==> src/rtl/xrr_pkg.sv <==
`default_nettype none
package xrr_pkg;

	localparam int unsigned WordW  = 32;
	localparam int unsigned CountW = $clog2(WordW);

	// xorshift32 shift amounts
	localparam int unsigned ShiftA = 13;
	localparam int unsigned ShiftB = 17;
	localparam int unsigned ShiftC = 5;

	localparam logic [WordW-1:0] StateOne = WordW'(1);

	typedef logic [WordW-1:0] word_t;

	// divider status toward the sequencer
	typedef struct packed {
		logic busy;
		logic done;
	} div_status_t;

	typedef enum logic [2:0] {
		ST_IDLE = 3'b001,
		ST_DIV  = 3'b010,
		ST_HOLD = 3'b100
	} seq_state_t;

	// one xorshift32 step
	function automatic word_t xs_advance(input word_t s);
		word_t t;
		t = s;
		t = t ^ (t << ShiftA);
		t = t ^ (t >> ShiftB);
		t = t ^ (t << ShiftC);
		return t;
	endfunction

endpackage
`default_nettype wire

==> src/rtl/xrr_divider.sv <==
`default_nettype none
// Radix-2 restoring remainder unit, one dividend bit per cycle.
module xrr_divider (
	input  wire                 clk,
	input  wire                 arst_n,
	input  wire                 start,
	input  wire  xrr_pkg::word_t dividend,
	input  wire  xrr_pkg::word_t divisor,
	output xrr_pkg::word_t      remainder,
	output xrr_pkg::div_status_t status
);
	import xrr_pkg::*;

	word_t             rem_q;
	word_t             dvd_q;
	word_t             dvs_q;
	logic [CountW-1:0] cnt_q;
	logic              busy_q;
	logic              done_q;

	logic [WordW:0] trial;
	logic [WordW:0] diff;

	// shift in next dividend bit, try the subtract
	assign trial = {rem_q, dvd_q[WordW-1]};
	assign diff  = trial - {1'b0, dvs_q};

	always_ff @(posedge clk or negedge arst_n) begin
		if (!arst_n) begin
			busy_q <= 1'b0;
			done_q <= 1'b0;
			cnt_q  <= '0;
		end else begin
			done_q <= 1'b0;
			if (start) begin
				busy_q <= 1'b1;
				cnt_q  <= '0;
			end else if (busy_q) begin
				cnt_q <= cnt_q + CountW'(1);
				if (cnt_q == CountW'(WordW - 1)) begin
					busy_q <= 1'b0;
					done_q <= 1'b1;
				end
			end
		end
	end

	// datapath
	always_ff @(posedge clk) begin
		if (start) begin
			rem_q <= '0;
			dvd_q <= dividend;
			dvs_q <= divisor;
		end else if (busy_q) begin
			dvd_q <= dvd_q << 1;
			if (!diff[WordW]) begin
				rem_q <= diff[WordW-1:0];
			end else begin
				rem_q <= trial[WordW-1:0];
			end
		end
	end

	assign remainder   = rem_q;
	assign status.busy = busy_q;
	assign status.done = done_q;

endmodule
`default_nettype wire

==> src/rtl/xorshift_ranged_random_core.sv <==
// Ranged xorshift32 random number core.
//
// Input channel (in_valid/in_ready) takes one request beat: signed bounds
// low_bound (inclusive) and high_bound (exclusive). Output channel
// (out_valid/out_ready) returns one beat per request: random_value in
// [low_bound, high_bound), or low_bound when the range is empty.
// seed_we with seed_value reloads the generator in the same edge; a zero
// seed loads 1. Write the seed only while no request is in flight.
//
// For a non-empty range the accept edge steps the generator and loads the
// bit-serial divider, the divider runs one remainder iteration per dividend
// bit, then the offset is added into the result register and the result is
// loaded into the output register, which raises out_valid.
// An empty range skips the divider, goes straight to the output register
// load and leaves the generator unchanged.
// One request is worked at a time; in_ready is low from accept until the
// result moves into the output register, so the core never takes a new request
// while the previous one is still being worked.
// A stalled receiver holds the result in the output register; the core
// keeps one more finished result waiting internally before it stalls.
// Reset leaves the generator at 1 and both channels empty.
`default_nettype none
module xorshift_ranged_random_core (
	input  wire                 clk,
	input  wire                 arst_n,
	input  wire                 seed_we,
	input  wire  xrr_pkg::word_t seed_value,
	input  wire                 in_valid,
	output logic                in_ready,
	input  wire  xrr_pkg::word_t low_bound,
	input  wire  xrr_pkg::word_t high_bound,
	output logic                out_valid,
	input  wire                 out_ready,
	output xrr_pkg::word_t      random_value
);
	import xrr_pkg::*;

	seq_state_t  state_q;
	word_t       gen_q;
	word_t       low_q;
	word_t       res_q;
	word_t       out_q;
	logic        out_valid_q;

	logic        accept;
	logic        empty_range;
	word_t       gen_next;
	word_t       span;
	logic        div_start;
	word_t       div_rem;
	div_status_t div_st;
	logic        out_load;

	assign in_ready    = (state_q == ST_IDLE);
	assign accept      = in_valid && in_ready;
	assign empty_range = ($signed(low_bound) >= $signed(high_bound));
	assign gen_next    = xs_advance(gen_q);
	assign span        = high_bound - low_bound;
	assign div_start   = accept && !empty_range;
	assign out_load    = (state_q == ST_HOLD) && (!out_valid_q || out_ready);

	xrr_divider u_div (
		.clk       (clk),
		.arst_n    (arst_n),
		.start     (div_start),
		.dividend  (gen_next),
		.divisor   (span),
		.remainder (div_rem),
		.status    (div_st)
	);

	// sequencer and generator state
	always_ff @(posedge clk or negedge arst_n) begin
		if (!arst_n) begin
			state_q <= ST_IDLE;
			gen_q   <= StateOne;
		end else begin
			if (seed_we) begin
				gen_q <= (seed_value == '0) ? StateOne : seed_value;
			end else if (div_start) begin
				gen_q <= gen_next;
			end
			unique case (state_q)
				ST_IDLE: begin
					if (accept) begin
						state_q <= empty_range ? ST_HOLD : ST_DIV;
					end
				end
				ST_DIV: begin
					if (div_st.done) begin
						state_q <= ST_HOLD;
					end
				end
				ST_HOLD: begin
					if (out_load) begin
						state_q <= ST_IDLE;
					end
				end
				default: state_q <= ST_IDLE;
			endcase
		end
	end

	// result staging
	always_ff @(posedge clk) begin
		if (accept) begin
			low_q <= low_bound;
			res_q <= low_bound;
		end else if (state_q == ST_DIV && div_st.done) begin
			res_q <= low_q + div_rem;
		end
		if (out_load) begin
			out_q <= res_q;
		end
	end

	// output register valid
	always_ff @(posedge clk or negedge arst_n) begin
		if (!arst_n) begin
			out_valid_q <= 1'b0;
		end else if (out_load) begin
			out_valid_q <= 1'b1;
		end else if (out_ready) begin
			out_valid_q <= 1'b0;
		end
	end

	assign out_valid    = out_valid_q;
	assign random_value = out_q;

endmodule
`default_nettype wire

==> config.mk <==
export PLATFORM = sky130hd
export DESIGN_NAME = xorshift_ranged_random_core
export DESIGN_NICKNAME = d
export VERILOG_FILES = /design/src/rtl/xrr_pkg.sv /design/src/rtl/xrr_divider.sv /design/src/rtl/xorshift_ranged_random_core.sv
export SDC_FILE = /design/constraint.sdc
export NUM_CORES = 1
export LEC_CHECK = 0
export BUFFER_PORTS_ARGS = -buffer_cell sky130_fd_sc_hd__buf_2
export CAP_MARGIN = 0
export CELL_PAD_IN_SITES_DETAIL_PLACEMENT = 1
export CELL_PAD_IN_SITES_GLOBAL_PLACEMENT = 1
export CORE_UTILIZATION = 40
export CTS_BUF_LIST = sky130_fd_sc_hd__clkbuf_2
export DETAILED_ROUTE_END_ITERATION = 10
export PLACE_DENSITY_LB_ADDON = 0.3
export SLEW_MARGIN = 20
export SYNTH_ARGS = -nofsm -noshare
export SYNTH_HDL_FRONTEND = slang
export SYNTH_SLANG_ARGS = --single-unit
==> constraint.sdc <==
create_clock -name clk -period 3.6 [get_ports clk]
set_input_delay 0.18 -clock clk [delete_from_list [all_inputs] [get_ports clk]]
set_output_delay 0.18 -clock clk [all_outputs]
set_load 0.01 [all_outputs]
* Yosys cells after proc, flatten, opt, wreduce, memory -nomap -nowiden
Cells that the tools add are included.
W data, S select, Z words.
** Operators by class
- $add $sub $neg :: 4
- Multiply operators :: 0
- Div/mod/pow operators :: 0
- $lt $le $gt $ge :: 1
- Eq/ne operators :: 7
- Shift-type cells :: 0
- Muxes and demuxes :: 23
- Bitwise operators :: 3
- Reductions and logical operators :: 13
** Operators with widths (count)
- $mux W32 :: 8
- $xor A32 B32 Y32 :: 2
- $sub A33 B32 Y33 :: 1
- $add A32 B32 Y32 :: 1
- $ge A32 B32 Y1 :: 1
- $logic_not A32 Y1 :: 1
- $sub A32 B32 Y32 :: 1
- $xor A32 B15 Y32 :: 1
- $mux W3 :: 4
- $mux W5 :: 2
- $pmux W3 S3 :: 1
- $mux W1 :: 8
- $reduce_bool A2 Y1 :: 4
- $add A5 B1 Y5 const B :: 1
- $eq A5 B5 Y1 const B :: 1
- $logic_and A1 B1 Y1 :: 4
- $ne A2 B1 Y1 const B :: 2
- $eq A3 B1 Y1 const B :: 1
- $eq A3 B2 Y1 const B :: 1
- $eq A3 B3 Y1 const B :: 1
- $reduce_and A3 Y1 :: 1
- $logic_not A1 Y1 :: 2
- $ne A2 B2 Y1 const B :: 1
- $logic_or A1 B1 Y1 :: 1
** Storage, ports and cells
- Bits in registers :: 235
- Bits in latches :: 0
- RAM bits :: 0
- ROM bits :: 0
- Input bits :: 101
- Output and inout port bits :: 34
- Logic and storage cells :: 63
- Memories :: 0

* Depth between registers and ports, before layout
Gate-level depths: netlist of the first run.
- Depth after elaboration :: 5
- Mapped depth :: 14
- Mapped depth without buffers :: 13

* Modules after synthesis
Synthesis of the first run repeated with hierarchy kept, for this count alone.
** Second synthesis, totals
- Cells, all modules :: 1571
- Area, all modules :: 15595.0 um^2
** Modules (own cells, without submodules)
- xorshift_ranged_random_core :: instances 1, cells an instance 989, area an instance 9764.4 um^2, sequential area each 3786.1 um^2
- xrr_divider :: instances 1, cells an instance 582, area an instance 5830.6 um^2, sequential area each 2737.6 um^2

* Worst setup path after synthesis of the first run
No wires, ideal clock.
- Path type :: input -> register
- From :: input port low_bound[9]
- To :: register u_div.dvd_q[0], enable pin
- Setup time :: 0.389 ns
- Data arrival time :: 3.043 ns
- Data required time :: 3.211 ns
- Setup slack :: 0.168 ns
- Cell stages on the path :: 12
- Path buffers :: 3
- Cells stage by stage :: inv_1 -> ha_1 -> a21o_1 -> a21oi_1 -> o21bai_1 -> a221oi_1 -> a31oi_1 -> or4_1 -> clkbuf_1 -> buf_2 -> clkbuf_1 -> nand2_1
** Between the ends
- Longest elaborated chain between the ends :: 4
** Ends and longest elaborated chain
- start, declared :: RTL line xorshift_ranged_random_core.sv:30 : input wire xrr_pkg::word_t low_bound,
- $ge A32 B32 Y1 :: RTL line xorshift_ranged_random_core.sv:56 : assign empty_range = ($signed(low_bound) >= $signed(high_bound));
- $logic_not A1 Y1 :: RTL line xorshift_ranged_random_core.sv:59 : assign div_start = accept && !empty_range;
- $logic_and A1 B1 Y1 :: RTL line xorshift_ranged_random_core.sv:59
- $reduce_bool A2 Y1 (no source line)
- end signal, assigned :: RTL line xrr_divider.sv:52 : dvd_q <= dividend;
- end signal, assigned :: RTL line xrr_divider.sv:55 : dvd_q <= dvd_q << 1;
- end, declared :: RTL line xrr_divider.sv:15 : word_t dvd_q;
Every way passes these cells.
A chain may end at the register's enable or synchronous reset.

* Worst setup path in the final report of the first run
- From :: input port low_bound[13]
- To :: register gen_q[19]
** Between the ends
- Longest elaborated chain between the ends :: 4
** Ends and longest elaborated chain
- $ge A32 B32 Y1 :: RTL line xorshift_ranged_random_core.sv:56
- $logic_not A1 Y1 :: RTL line xorshift_ranged_random_core.sv:59
- $logic_and A1 B1 Y1 :: RTL line xorshift_ranged_random_core.sv:59
- $reduce_bool A2 Y1 (no source line)
- end signal, assigned :: RTL line xorshift_ranged_random_core.sv:76 : gen_q <= StateOne;
- end signal, assigned :: RTL line xorshift_ranged_random_core.sv:79 : gen_q <= (seed_value == '0) ? StateOne : seed_value;
- end signal, assigned :: RTL line xorshift_ranged_random_core.sv:81 : gen_q <= gen_next;
- end, declared :: RTL line xorshift_ranged_random_core.sv:39 : word_t gen_q;
Every way passes these cells.

==> impl_metrics.ini, run 1 <==
[synth]
synth_warnings = 0
synth.yosys.seq_area_share = 0.426
synthFlopType = edfxtp_1
synth_mux_area_frac = 0.00401
synth_compound_area_frac = 0.191
synth-xor-area-share = 0.111
netlist_area_mm2 = 0.0153
syn_avg_cell_area_um2 = 9.60
synth_top_family_by_area = compound AO/OA/AOI/OAI gates
synth.top_cell.area_share = 0.314
async_flop_share = 0.183
synthAdderAreaFrac = 0.109
yosysUniqueCellTypes = 76
syn_inst = 1594
ys_seq_elements = 235
synth_fp_nets = 1826
synthSimpleGateAreaFrac = 0.113
ys_top_cells_by_area = edfxtp_1, ha_1, xnor2_1, dfrtp_1, a21oi_1
synth_top_cell_by_area = edfxtp_1
synth_edf_count = 160

[drt]
wl_met1_mm = 21.4
route.met3.wl_mm = 1.98
postRouteAntennaNets = 0
wl_per_cell_um = 20.1
wl_met2_mm = 26.0
drt_iter0_drc = 628
totalWireLength_mm = 51.7
viasPerCell = 5.37
firstDrtPassIters = 5
dr.max_layer_used = met4
vias = 13800
drc = 0

[clocking]
cts_made_buffers = 67
tritoncts = built
clockBufferDepth = 3
cts_root_buf = clkbuf_2
htreeDepth = 3
path_clk_slew_ns = 0.13
clkLatencyLatePin_ns = 1.05
cts.sinks = 235

[sta]
hold_slack_ns = 0.148
relSlewSlack = 0.340
min_period_over_period = 0.972
drv_slew = 0
fmax_mhz = 286
finalSetupTns_ns = 0
period_needed_ns = 3.50
setup_viol = 0
rsz0062_at_grt = no
hold_violations = 0
skew_ns = 0.161
tightest_slew_ns = 0.990

[placement]
dpl.hpwl_mm = 32.3
io_buffers = 134
gp_congestion = 0.847
place_inst = 2225

[worst_setup_path]
crit_path_end_kind = flop
arrival_ns = 4.37
crit_required_ns = 4.47
path_class = in -> reg
path_max_fanout = 79
start_kind = input port

[floorplanning]
core_area_mm2 = 0.0377
die_width_um = 198
fp-row-count = 71
start_util = 0.406
io_pins = 135
chipHeight_um = 198
die-area_mm2 = 0.0390

[hold_path]
hold_path.class = in -> reg

[global_route]
grt_pass1_vias = 15100
grt_overflow = 0
antenna_found_initial = 3
grtUsageTotal = 0.271
grt_max_degree = 80
grt_first_pass_wirelength_mm = 81.6

[final_layout]
area_growth_pct = 28.3
fin_nets = 2235
drive_gt1_frac = 0.151
fin_cells = 2571

[power]
power_density_mw_per_mm2 = 773
p_leak_uw = 0.00884
peakVddDrop_v = 0.000515

[status]
status = completed

[job]
cap_viol_max_count = 0
worst max-delay path: stages:
cell           delay (ns)
dlygate4sd3_1        0.53
buf_2                0.14
inv_1                0.06
ha_1                 0.39
a21o_1               0.22
a21o_1               0.18
a221oi_1             0.32
a31oi_1              0.22
or4_4                0.63
buf_12               0.23
nor2_1               0.26
xnor2_1              0.21
o21ai_0              0.13
dlygate4sd3_1        0.64
area by class of cell:
class,count,area (µm²)
fill,4374,18000
timing repair buffer,393,3220
tap,511,639
clock buffer,104,520
sequential,235,6530
antenna,5,12.5
inverter,126,473
multi-input combinational,1180,8120
clock inverter,17,116
routing by layer:
layer  up-vias  track usage
met2       372        0.476
met1      6788        0.311
li1       6471            -
met4         0        0.149
met5         -            0
met3       171       0.0468
through the flow:
stage | power, µW | util | cell area [µm²] | setup WS, ns
global placement | 12200 | 0.445 | 16700 | 0.242
detailed placement | 12500 | 0.445 | 16700 | 0.158
finish | 15200 | 0.521 | 19600 | 0.0994
global route | 16400 | 0.521 | 19600 | 0.00884
floorplan | 10300 | - | 15300 | 0.168
CTS | 15000 | 0.520 | 19600 | 0.160
cell usage in the layout, fill, tap and decap left out, drive strengths merged, types with 4 or more instances in the layout:
| master | count |
|---|---|
| mux2i | 5 |
| xnor2 | 126 |
| o31ai | 9 |
| nand3b | 5 |
| clkinv | 12 |
| nand3 | 16 |
| or3 | 4 |
| o21a | 22 |
| o211ai | 11 |
| dlygate4sd3 | 220 |
| o21bai | 12 |
| clkbuf | 104 |
| edfxtp | 160 |
| nand2 | 138 |
| o21ai | 125 |
| a31oi | 19 |
| diode | 5 |
| inv | 129 |
| nor2b | 14 |
| dfxtp | 32 |
| and2 | 7 |
| and3 | 20 |
| a21o | 71 |
| dfrtp | 41 |
| nor2 | 121 |
| nand4 | 11 |
| nor4 | 8 |
| nor3 | 10 |
| o31a | 5 |
| a211oi | 7 |
| nand2b | 16 |
| xor2 | 67 |
| a21oi | 153 |
| buf | 173 |
| ha | 128 |
| nor3b | 4 |
flip-flops by register name (all words and copies together), names as in the netlist:
register         count
low_q               32
u_div.dvs_q         32
u_div.done_q         1
u_div.cnt_q          5
res_q               32
state_q              3
u_div.remainder     32
out_valid            1
random_value        32
gen_q               32
u_div.busy_q         1
u_div.dvd_q         32
worst paths after layout:
check / from / endpoint / cells past startpoint / slack, ns
max in group asynchronous: arst_n / gen_q[9] / 4 / 2.11
max: low_bound[13] / gen_q[19] / 14 / 0.1
min in group asynchronous: arst_n / gen_q[24] / 4 / 0.21
max reg2reg: low_q[3] / res_q[29] / 11 / 0.13
min reg2reg: res_q[7] / random_value[7] / 0 / 0.41
min: out_ready / out_valid / 4 / 0.15
kinds of logic (layout without fill, tap and decap cells):
kind of cell / count (synthesis) / count (layout)
other: 0 / 5
DFF: 235 / 235
adders and majority gates: 131 / 131
muxes: 6 / 6
and+or+nand+nor: 381 / 381
xor gates and xnor gates: 193 / 193
buffers and inverters: 179 / 640
AOI/OAI and AO/OA: 469 / 469
report_power, final:
part / leakage [µW] / total, µW / internal, µW / switching, µW
registers: 0.00232 / 4680 / 4080 / 597
logic: 0.00602 / 8280 / 3530 / 4750
clock network: 0.000492 / 2220 / 902 / 1320
total: 0.00884 / 15200 / 8510 / 6660
what timing repair did:
item	CTS	global route
hold buffers	220	0
endpoints found under the hold margin	186	0
resized for setup	0	8
setup endpoints to repair	0	32
buffers inserted	0	0
Yosys cell counts (10+ instances only):
library cell,number
nor2_1,121
ha_1,128
dfrtp_1,41
o21a_1,22
nor3_1,10
edfxtp_1,160
nor2b_1,14
nand2_1,138
nand2b_1,16
o21bai_1,12
a31oi_1,19
a21o_1,71
o211ai_1,10
o21ai_0,121
and3_1,20
nand4_1,11
dfxtp_1,32
xor2_1,66
a21oi_1,152
nand3_1,16
xnor2_1,126
clkbuf_1,39
inv_1,125
Note: power is estimated with default switching activity, not from simulation.
==> run 2: changes to the inputs <==
- SETUP_SLACK_MARGIN: not set -> 0.5
==> impl_metrics.ini, run 2 (synthesized netlist as in run 1, its figures left out) <==
[sta]
setup_viol = 0
skew_ns = 0.0774
fmax_mhz = 305
min_period_over_period = 0.910
period_needed_ns = 3.27
rsz0062_at_grt = yes
drv_slew = 0
tightest_slew_ns = 0.946
hold_violations = 0
relSlewSlack = 0.370
finalSetupTns_ns = 0

[drt]
vias = 13700
drt_iter0_drc = 629
drc = 0
firstDrtPassIters = 5
totalWireLength_mm = 52.0
viasPerCell = 5.36
wl_per_cell_um = 20.3
postRouteAntennaNets = 0

[global_route]
grt_first_pass_wirelength_mm = 79.9
antenna_found_initial = 4
grtUsageTotal = 0.265
grt_overflow = 0
grt_pass1_vias = 14900
grt_max_degree = 79

[placement]
dpl_cell_area_mm2 = 0.0166
gp_congestion = 0.835
io_buffers = 134
dpl.hpwl_mm = 32.3

[floorplanning]
fp-row-count = 71
core_area_mm2 = 0.0377
io_pins = 135
die_width_um = 198
chipHeight_um = 198
die-area_mm2 = 0.0390
start_util = 0.406

[final_layout]
layout_commonest_cell = dlygate4sd3_1
area_growth_pct = 31.8
drive_gt1_frac = 0.223
stdcell_area_mm2 = 0.0202
final_cell_mix = dlygate4sd3_1, edfxtp_1, buf_2
fin_util = 0.535
fin_nets = 2218

[worst_setup_path]
path_max_fanout = 4
crit_path_end_kind = flop
crit_required_ns = 4.27
path_class = reg -> reg
start_kind = flop
arrival_ns = 3.94

[power]
pwr-share-clk = 0.124
p_int_uw = 9860
peakVddDrop_v = 0.000479
power_density_mw_per_mm2 = 880
switching_power_uw = 7890
swShare = 0.444
p_leak_uw = 0.00891
p_seq_frac = 0.269
total_power_uw = 17800
power_frac_comb = 0.608

[clocking]
htreeDepth = 3
tritoncts = built
clkLatencyLatePin_ns = 0.97
cts_made_buffers = 70
path_clk_slew_ns = 0.15
cts.sinks = 235
cts_root_buf = clkbuf_2
clockBufferDepth = 3

[hold_path]
hold_path.class = in -> reg

[status]
status = completed

[job]
cap_viol_max_count = 0
run 2: routing by layer:
metal  wire length [µm]  GRT usage  vias up
met5                  0          0        -
met4               1850      0.107        0
met3               2010     0.0464      129
met2              26400      0.471      330
met1              21700      0.314     6766
li1                   -          -     6471
run 2: power by group through the flow:
stage | logic (µW) | registers (µW) | clock network [µW]
floorplan | 5800 | 4480 | 0
global placement | 7480 | 4680 | 0
detailed placement | 7730 | 4710 | 0
CTS | 9570 | 4690 | 2230
global route | 11700 | 4850 | 2380
finish | 10800 | 4770 | 2190
run 2: final timing paths:
kind	startpoint	to	slack, ns	cells after the start
worst max-delay path	low_q[4]	res_q[27]	0.33	11
worst max register to register	low_q[4]	res_q[27]	0.33	11
worst min register to register	res_q[17]	random_value[17]	0.40	0
max in group asynchronous	arst_n	out_valid	2.93	4
min in group asynchronous	arst_n	gen_q[0]	0.41	3
worst min-delay path	seed_value[6]	gen_q[6]	0.03	4
run 2: what timing repair did:
item	in CTS	in global routing
hold endpoints to repair	181	0
gates resized for setup	105	89
setup endpoints to repair	45	66
pin swaps	60	55
buffers inserted	14	20
cloned	5	0
hold buffers	174	0
run 2: final cells by class:
cell class,count,area (µm²)
Clock buffer,110,551
Sequential cell,235,6540
Clock inverter,15,83.8
Fill cell,4370,17500
Inverter,126,473
Antenna cell,5,12.5
Tap cell,511,639
Multi-Input combinational cell,1180,8740
Timing Repair Buffer,373,3120
run 2: through the flow:
step,std cells,hold WS (ns),setup slack [ns]
final,2555,0.0299,0.326
after global placement,2212,0.398,0.159
after global routing,2554,-0.0170,0.199
after CTS,2530,0.00103,0.327
after floorplan,1594,-0.116,0.558
after detailed placement,2212,0.396,0.0463
run 2: critical path, cell delays in order (launching register included):
cell and delay (ns):
edfxtp_1 0.44, ha_4 0.27, and3_4 0.16, a2111o_1 0.46
a31o_4 0.26, a21oi_4 0.26, o31ai_4 0.12, o31a_1 0.32
a311oi_2 0.31, buf_4 0.17, xor2_1 0.14, a21oi_1 0.08
==> run 3: changes to the inputs <==
- SETUP_SLACK_MARGIN: 0.5 -> 0.2
==> impl_metrics.ini, run 3 (synthesized netlist as in run 1, its figures left out) <==
[power]
p_seq_frac = 0.291
total_power_uw = 16200
p_leak_uw = 0.00901
pwr-share-clk = 0.141
power_frac_comb = 0.569
peakVddDrop_v = 0.000478
swShare = 0.438
p_int_uw = 9080
switching_power_uw = 7090
power_density_mw_per_mm2 = 806

[drt]
drc = 0
totalWireLength_mm = 54.3
drt_iter0_drc = 699
wl_per_cell_um = 21.0
firstDrtPassIters = 5
vias = 13900
viasPerCell = 5.37
postRouteAntennaNets = 0

[clocking]
cts.sinks = 235
clkLatencyLatePin_ns = 1.00
tritoncts = built
clockBufferDepth = 3
cts_root_buf = clkbuf_2
path_clk_slew_ns = 0.12
htreeDepth = 3
cts_made_buffers = 69

[global_route]
grt_first_pass_wirelength_mm = 82.6
antenna_found_initial = 3
grt_pass1_vias = 15300
grtUsageTotal = 0.275
gr-usage-met1 = 0.317
met3_usage = 0.0512
grt_max_degree = 81
met2_usage = 0.486
grt-busiest-layer = met2
grt_overflow = 0

[final_layout]
final_cell_mix = dlygate4sd3_1, edfxtp_1, a21oi_1
layout_commonest_cell = dlygate4sd3_1
area_growth_pct = 31.1
fin_nets = 2254
fin_util = 0.533
drive_gt1_frac = 0.168
stdcell_area_mm2 = 0.0201

[floorplanning]
core_area_mm2 = 0.0377
die-area_mm2 = 0.0390
start_util = 0.406
fp-row-count = 71
die_width_um = 198
chipHeight_um = 198
io_pins = 135

[hold_path]
holdPathEnd = u_div.dvs_q[12]
holdCritStartpoint = high_bound[9]
hold_path.class = in -> reg
min_path_cells = 6

[sta]
period_needed_ns = 3.39
setup_viol = 0
fmax_mhz = 295
relSlewSlack = 0.357
finalSetupTns_ns = 0
skew_ns = 0.0936
rsz0062_at_grt = yes
hold_slack_ns = 0.107
drv_slew = 0
min_period_over_period = 0.941
hold_violations = 0
tightest_slew_ns = 0.964

[status]
status = completed

[worst_setup_path]
worstReg2RegStart = low_q[1]
crit_path_end_kind = flop
reg2reg_depth = 11
start_kind = flop
path_max_fanout = 3
crit_required_ns = 4.26
arrival_ns = 4.04
path_class = reg -> reg
reg2reg_to = res_q[27]
regToRegSetupSlack_ns = 0.21

[placement]
gp_congestion = 0.851
dpl_cell_area_mm2 = 0.0167
dpl.hpwl_mm = 32.2
io_buffers = 134

[job]
cap_viol_max_count = 0
-- run 3: changes by cell type in the layout (fill, tap and decap cells not counted), moves of 12 or more --
cell / change
nor2_4: -16
dlygate4sd3_1: +49
a21oi_1: +30
o21ai_0: +12
nor2_1: +22
a21oi_2: -21
-- run 3: what timing repair did --
item | CTS | global route
endpoints found under the setup margin | 11 | 71
endpoints found under the hold margin | 181 | 0
pin swaps | 1 | 16
hold buffers | 224 | 0
cloned | 0 | 7
setup buffers | 0 | 11
gates resized for setup | 1 | 30
-- run 3: metrics by stage --
stage	instances	setup WS, ns
floorplan	1594	0.459
global placement	2221	0.116
detailed placement	2221	0.0572
CTS	2571	0.226
global route	2591	0.152
finish	2593	0.214
-- run 3: cell type report --
type,count,area (µm²)
multi-input cells,1180,8260
well taps,511,639
repair buffers,410,3480
clock buffers,111,556
flip-flops and latches,235,6530
clock inverters,15,111
diodes,5,12.5
fillers,4344,17600
inverters,126,475
-- run 3: power by group through the flow --
stage | clock network (µW) | registers, µW | logic, µW
2_1_floorplan | 0 | 4480 | 5790
3_3_place_gp | 0 | 4660 | 7570
3_5_place_dp | 0 | 4690 | 7810
4_1_cts | 2300 | 4640 | 8190
5_1_grt | 2480 | 4780 | 10100
6_report | 2270 | 4700 | 9190
-- run 3: per-layer routing --
layer,vias up,wire length (µm)
met2,369,27400
met1,6876,22500
li1,6519,-
met3,160,2240
met4,0,2190
met5,-,0
-- run 3: worst max-delay path by stage --
stage | start | to | slack (ns) | cells after the start
floorplan | low_bound[9] | u_div.dvd_q[0] | 0.46 | 12
global placement | u_div.dvd_q[31] | u_div.remainder[18] | 0.12 | 14
detailed placement | u_div.dvd_q[31] | u_div.remainder[18] | 0.06 | 14
CTS | u_div.dvd_q[31] | u_div.remainder[25] | 0.23 | 14
global route | u_div.dvs_q[13] | u_div.remainder[4] | 0.15 | 14
finish | low_q[1] | res_q[27] | 0.21 | 11
-- run 3: critical path, stage by stage (launching register included) --
cell and delay, ns:
edfxtp_1 0.45, ha_4 0.23, a21o_1 0.18, a2111o_1 0.47, a31o_4 0.28, a21oi_4 0.23, o31ai_4 0.09, o31a_1 0.36
a311oi_2 0.39, buf_4 0.18, xor2_1 0.14, a21oi_1 0.09
